$ cat src/rtl/core/price_level_order_book_macros.svh
// Assertion macros for the price level order book.
`ifndef PRICE_LEVEL_ORDER_BOOK_MACROS_SVH
`define PRICE_LEVEL_ORDER_BOOK_MACROS_SVH
`ifndef SYNTHESIS
`define PLOB_ASSERT(label, cond, msg) \
  label: assert property (@(posedge clk) disable iff (rst) (cond)) else $error(msg);
`define PLOB_ASSERT_IMP(label, pre, post, msg) \
  label: assert property (@(posedge clk) disable iff (rst) (pre) |=> (post)) else $error(msg);
`else
`define PLOB_ASSERT(label, cond, msg)
`define PLOB_ASSERT_IMP(label, pre, post, msg)
`endif
`endif

$ cat src/rtl/core/plob_pkg.sv
// Package: types, constants and state codes of the order book.
package plob_pkg;
  localparam int LEVELS     = 64;
  localparam int VALUE_BITS = 48;
  localparam int IDX_BITS   = $clog2(LEVELS);
  localparam int CNT_BITS   = $clog2(LEVELS + 1);

  typedef logic [VALUE_BITS-1:0] value_t;
  typedef logic [IDX_BITS-1:0]   idx_t;
  typedef logic [CNT_BITS-1:0]   cnt_t;

  typedef enum logic [2:0] {
    ST_IDLE, ST_SEARCH, ST_DECIDE, ST_SHIFT, ST_BEST, ST_BEST_WAIT, ST_OUT
  } state_t;

  typedef enum logic [1:0] {OP_NONE, OP_INS, OP_DEL} shift_op_t;

  typedef struct packed {
    logic      load;       // capture input item
    logic      search_start;
    logic      search_step;
    logic      write_size; // overwrite size at hit index
    logic      shift_step;
    shift_op_t shift_op;
    logic      shift_start;
    logic      best_rd;    // issue reads of best entries
    logic      best_cap;   // capture read data
    logic      set_full;
  } ctrl_t;

  typedef struct packed {
    logic search_done;
    logic hit;
    logic is_del;
    logic side_full;
    logic shift_done;
  } stat_t;
endpackage

$ cat src/rtl/core/plob_ctrl.sv
// Sequencer for search, size write, shift and best-of-book read.
module plob_ctrl (
  input  logic            clk,
  input  logic            rst,
  input  logic            in_valid,
  output logic            in_ready,
  output logic            out_valid,
  input  logic            out_ready,
  input  plob_pkg::stat_t stat,
  output plob_pkg::ctrl_t ctrl
);
  plob_pkg::state_t state, state_next;

  always_ff @(posedge clk) begin
    if (rst) state <= plob_pkg::ST_IDLE;
    else     state <= state_next;
  end

  always_comb begin
    state_next = state;
    ctrl = '0;
    ctrl.shift_op = plob_pkg::OP_NONE;
    in_ready = 1'b0;
    out_valid = 1'b0;
    case (state)
      plob_pkg::ST_IDLE: begin
        in_ready = 1'b1;
        if (in_valid) begin
          ctrl.load = 1'b1;
          state_next = plob_pkg::ST_SEARCH;
        end
      end
      plob_pkg::ST_SEARCH: begin
        ctrl.search_step = 1'b1;
        if (stat.search_done) state_next = plob_pkg::ST_DECIDE;
      end
      plob_pkg::ST_DECIDE: begin
        if (stat.is_del) begin
          if (stat.hit) begin
            ctrl.shift_start = 1'b1;
            ctrl.shift_op = plob_pkg::OP_DEL;
            state_next = plob_pkg::ST_SHIFT;
          end else state_next = plob_pkg::ST_BEST;
        end else if (stat.hit) begin
          ctrl.write_size = 1'b1;
          state_next = plob_pkg::ST_BEST;
        end else if (stat.side_full) begin
          ctrl.set_full = 1'b1;
          state_next = plob_pkg::ST_BEST;
        end else begin
          ctrl.shift_start = 1'b1;
          ctrl.shift_op = plob_pkg::OP_INS;
          state_next = plob_pkg::ST_SHIFT;
        end
      end
      plob_pkg::ST_SHIFT: begin
        ctrl.shift_step = 1'b1;
        if (stat.shift_done) state_next = plob_pkg::ST_BEST;
      end
      plob_pkg::ST_BEST: begin
        ctrl.best_rd = 1'b1;
        state_next = plob_pkg::ST_BEST_WAIT;
      end
      plob_pkg::ST_BEST_WAIT: begin
        ctrl.best_cap = 1'b1;
        state_next = plob_pkg::ST_OUT;
      end
      plob_pkg::ST_OUT: begin
        out_valid = 1'b1;
        if (out_ready) state_next = plob_pkg::ST_IDLE;
      end
      default: state_next = plob_pkg::ST_IDLE;
    endcase
  end
endmodule

$ cat config.mk
export PLATFORM = sky130hd
export DESIGN_NAME = plob_ctrl
export DESIGN_NICKNAME = d
export VERILOG_FILES = /design/src/rtl/core/price_level_order_book_macros.svh /design/src/rtl/core/plob_pkg.sv /design/src/rtl/core/plob_ctrl.sv
export SDC_FILE = /design/constraint.sdc
export NUM_CORES = 1
export LEC_CHECK = 0
export ABC_CLOCK_PERIOD_IN_PS = 2700
export BUFFER_PORTS_ARGS = -buffer_cell sky130_fd_sc_hd__buf_2
export CAP_MARGIN = 10
export CORE_AREA = 2 2 39 41
export DETAILED_ROUTE_END_ITERATION = 10
export DIE_AREA = 0 0 41 43
export GPL_TIMING_DRIVEN = 1
export PLACE_DENSITY_LB_ADDON = 0.1
export SYNTH_ARGS = -nofsm -noshare
export SYNTH_HDL_FRONTEND = slang
export SYNTH_SLANG_ARGS = --single-unit
$ cat constraint.sdc
create_clock -name clk -period 2.7 [get_ports clk]
set_input_delay 0.675 -clock clk [delete_from_list [all_inputs] [get_ports clk]]
set_output_delay 0.675 -clock clk [all_outputs]
set_load 0.01 [all_outputs]
==> summary by stage <==
Hold path
The worst hold path was traced through 2 stages. The startpoint of the lowest-slack hold path is rst. The type of the tightest min-delay check is input pin to register. The worst-case hold path end point is state[0].

STA
The upper clock frequency limit is 0.426 GHz. Subtracting the final worst setup slack from the clock period gives 2350 ps. Setup repair after global routing left no endpoint under its margin. The count of final max-slew check failures was 0. The worst clock skew is 3.07 ps.

Setup violations remaining at the end of the flow were counted as 0. The post-route clock period utilization is 0.869. Hold is met by 643 ps. The total negative slack is 0 ps.

The final worst slack is 354 ps. The final number of hold-violating endpoints was 0.

Final layout
The net count of the finished layout is 74. The area added between synthesis and finish is 33.2%. The number of flip-flops in the largest register is 3. The library cells used most frequently in the layout, excluding fill and tap cells, are 20 x sky130_fd_sc_hd__buf_2, 9 x sky130_fd_sc_hd__nor2_1. The register with the most flip-flops in the final layout is state. The share of layout cells above drive strength 1 is 0.469. The final-layout fill cell count is 161. The number of antenna diodes in the final layout is 0. The commonest non-fill, non-tap cell in the layout is sky130_fd_sc_hd__buf_2. The largest registers in the layout are state: 3 flops. The post-route cell area is 452 sq um.

Synth
The total number of yosys warnings is 0. The synthesized area per cell is 7.71 sq um. Of the synthesized area, sequential elements account for 0.177. The post-synthesis cell type count is 26. By area the synthesized netlist is led by sky130_fd_sc_hd__dfxtp_1 18%, sky130_fd_sc_hd__nor2_1 10%, sky130_fd_sc_hd__buf_4 6.6%.

Of all cell types, the one taking the most synthesized area is sky130_fd_sc_hd__dfxtp_1. The share of synthesized area in the top cell type comes to 0.177. The number of nets in the synthesized netlist is 53. The synthesized design contains 3 register bits. The gate count after technology mapping is 44. The area of the mapped netlist is 339 sq um.

CTS
The CTS root buffer is sky130_fd_sc_hd__clkbuf_4. The number of hold buffers added after CTS was 0. The longest clock path from root to sink contains 2 buffers. CTS built an H-tree with a depth of 1. The number of CTS-inserted buffers is 3. Clock latency on the worst-skew pair, taken at its later pin, is 230 ps.

The post-CTS clock slew at the launch and capture registers of the worst setup and hold paths is 40 ps. The number of buffers inserted by post-CTS setup repair is 0. The CTS tree is built. The TritonCTS sink count is 3. The number of gates resized after CTS was 0.

Detailed routing
Summed over all layers, the routed wires come to 869 microns. The via total after detailed routing is 369. The via density per instance is 4.61.

The average wire per cell in the routed design is 10.9 microns. After detailed routing, the number of remaining DRC violations is 0. The first TritonRoute pass finished after 3 iterations. The detail route stage leaves a number of antenna-violating nets equal to 0. In this run, the number of DRC markers left after iteration 0 of detailed routing was 2.

Placed design
During placement, the flow inserted port buffers numbering 20. The worst slack at placement is 490 ps. The post-detailed-placement cell area is 425 sq um. Once detailed placement completed, the half-perimeter wirelength came to 699 microns. The final RePlAce weighted congestion is 0.700.

Die
The total I/O pin count is 22. The die covers 1760 sq um. The placeable core region is 1380 sq um. The starting density of the core is 0.245. The width of the chip is 41 microns.

The vertical die dimension is 43 microns. The floorplan has 14 rows.

Global routing
The initial antenna violation count was 0. The largest net degree at the start of global routing is 14. The first global-routing pass estimated 1.47 mm of wire. The number of global-route vias before repair is 343. For this run, the total global-route usage over all layers was measured as 0.125.

The overall overflow remaining after global route is 0.

Critical path
The worst register-to-register path ends at state[1]. STA classifies the critical path startpoint as a register. At the worst endpoint, the arrival time is 1670 ps. The critical path start-end classification is register to primary output. The data required time at the worst endpoint is 2030 ps. STA classifies the critical path endpoint as a primary output.

The startpoint identified for the worst register-to-register timing path is state[1]. Of all nets on the critical path, the largest fanout is 13. The worst reg-to-reg setup slack is 1120 ps. For the worst flop-to-flop path, the logic depth is 4.

Power
In this run the power density over the cells is 723 nW/um^2. Across the VDD grid, the largest voltage drop is 0.000348 V. The static power due to leakage is 0.220 nW.

Job
The number of violations of the max-capacitance limit is 0.

Status
The run finished with clean final reports.
-- per-stage QoR --
stage / utilization / total power [mW] / instances
after floorplan: - / 0.216 / 44
after global placement: 0.307 / 0.252 / 76
after detailed placement: 0.307 / 0.252 / 76
after CTS: 0.326 / 0.333 / 80
after global routing: 0.326 / 0.359 / 80
final: 0.326 / 0.327 / 80
-- worst max path at each step --
stage | slack, ps | to | startpoint
after floorplan | 720 | ctrl[4] | stat[3]
after global routing | 260 | ctrl[0] | state[1]
after global placement | 500 | ctrl[3] | stat[3]
after CTS | 340 | ctrl[0] | state[1]
after detailed placement | 490 | ctrl[3] | stat[3]
final | 350 | ctrl[0] | state[1]
-- Yosys cell counts --
cell type and instances:
sky130_fd_sc_hd__buf_4 3, sky130_fd_sc_hd__nand2_1 1, sky130_fd_sc_hd__nor3b_1 1, sky130_fd_sc_hd__a31oi_1 1
sky130_fd_sc_hd__inv_1 3, sky130_fd_sc_hd__o21ai_0 1, sky130_fd_sc_hd__conb_1 1, sky130_fd_sc_hd__o211ai_1 1
sky130_fd_sc_hd__buf_6 1, sky130_fd_sc_hd__dfxtp_1 3, sky130_fd_sc_hd__nor2_1 9, sky130_fd_sc_hd__and3_1 1
sky130_fd_sc_hd__nor4b_1 1, sky130_fd_sc_hd__and3_2 1, sky130_fd_sc_hd__mux2i_1 2, sky130_fd_sc_hd__or3_1 1
sky130_fd_sc_hd__a221oi_2 1, sky130_fd_sc_hd__a211oi_2 1, sky130_fd_sc_hd__nor3_1 3, sky130_fd_sc_hd__and2_1 1
sky130_fd_sc_hd__or2_2 1, sky130_fd_sc_hd__or3b_4 1, sky130_fd_sc_hd__a21oi_4 1, sky130_fd_sc_hd__a21oi_1 1
sky130_fd_sc_hd__a31oi_2 1, sky130_fd_sc_hd__a2bb2oi_1 2
-- area by class of cell --
class | count | area [sq um] | area share
Inverter | 3 | 11.3 | 0.0249
Clock buffer | 4 | 26.3 | 0.0582
Sequential cell | 3 | 60.1 | 0.133
Multi-Input combinational cell | 34 | 234 | 0.518
Timing Repair Buffer | 20 | 100 | 0.222
Tap cell | 16 | 20.0 | 0.0443
-- kinds of logic after synthesis --
family          after synthesis  synth area share
simple gates                 21             0.332
buf+inv                       7             0.133
mux                           2            0.0590
other cells                   1            0.0111
compound gates               10             0.288
flops                         3             0.177
-- metal layers --
metal / vias to the layer above / part of all wire / track usage / routed length, microns
met1: 162 / 0.46 / 0.163 / 401
met5: - / 0 / 0 / 0
met4: 0 / 0.022 / 0.0800 / 19
li1: 194 / - / - / -
met2: 9 / 0.46 / 0.166 / 402
met3: 4 / 0.053 / 0.0471 / 46
-- worst max-delay path, stage by stage, from the launching register on --
cell	delay [ps]
sky130_fd_sc_hd__dfxtp_1	550
sky130_fd_sc_hd__or3b_4	470
sky130_fd_sc_hd__nor4b_1	240
sky130_fd_sc_hd__buf_2	180
-- power by group --
group          internal [mW]  switching (mW)  total (mW)
Sequential            0.0563          0.0327      0.0890
Clock                 0.0554          0.0235      0.0789
Combinational         0.0770          0.0818       0.159
Total                  0.189           0.138       0.327
Note: power is estimated with default switching activity, not from simulation.
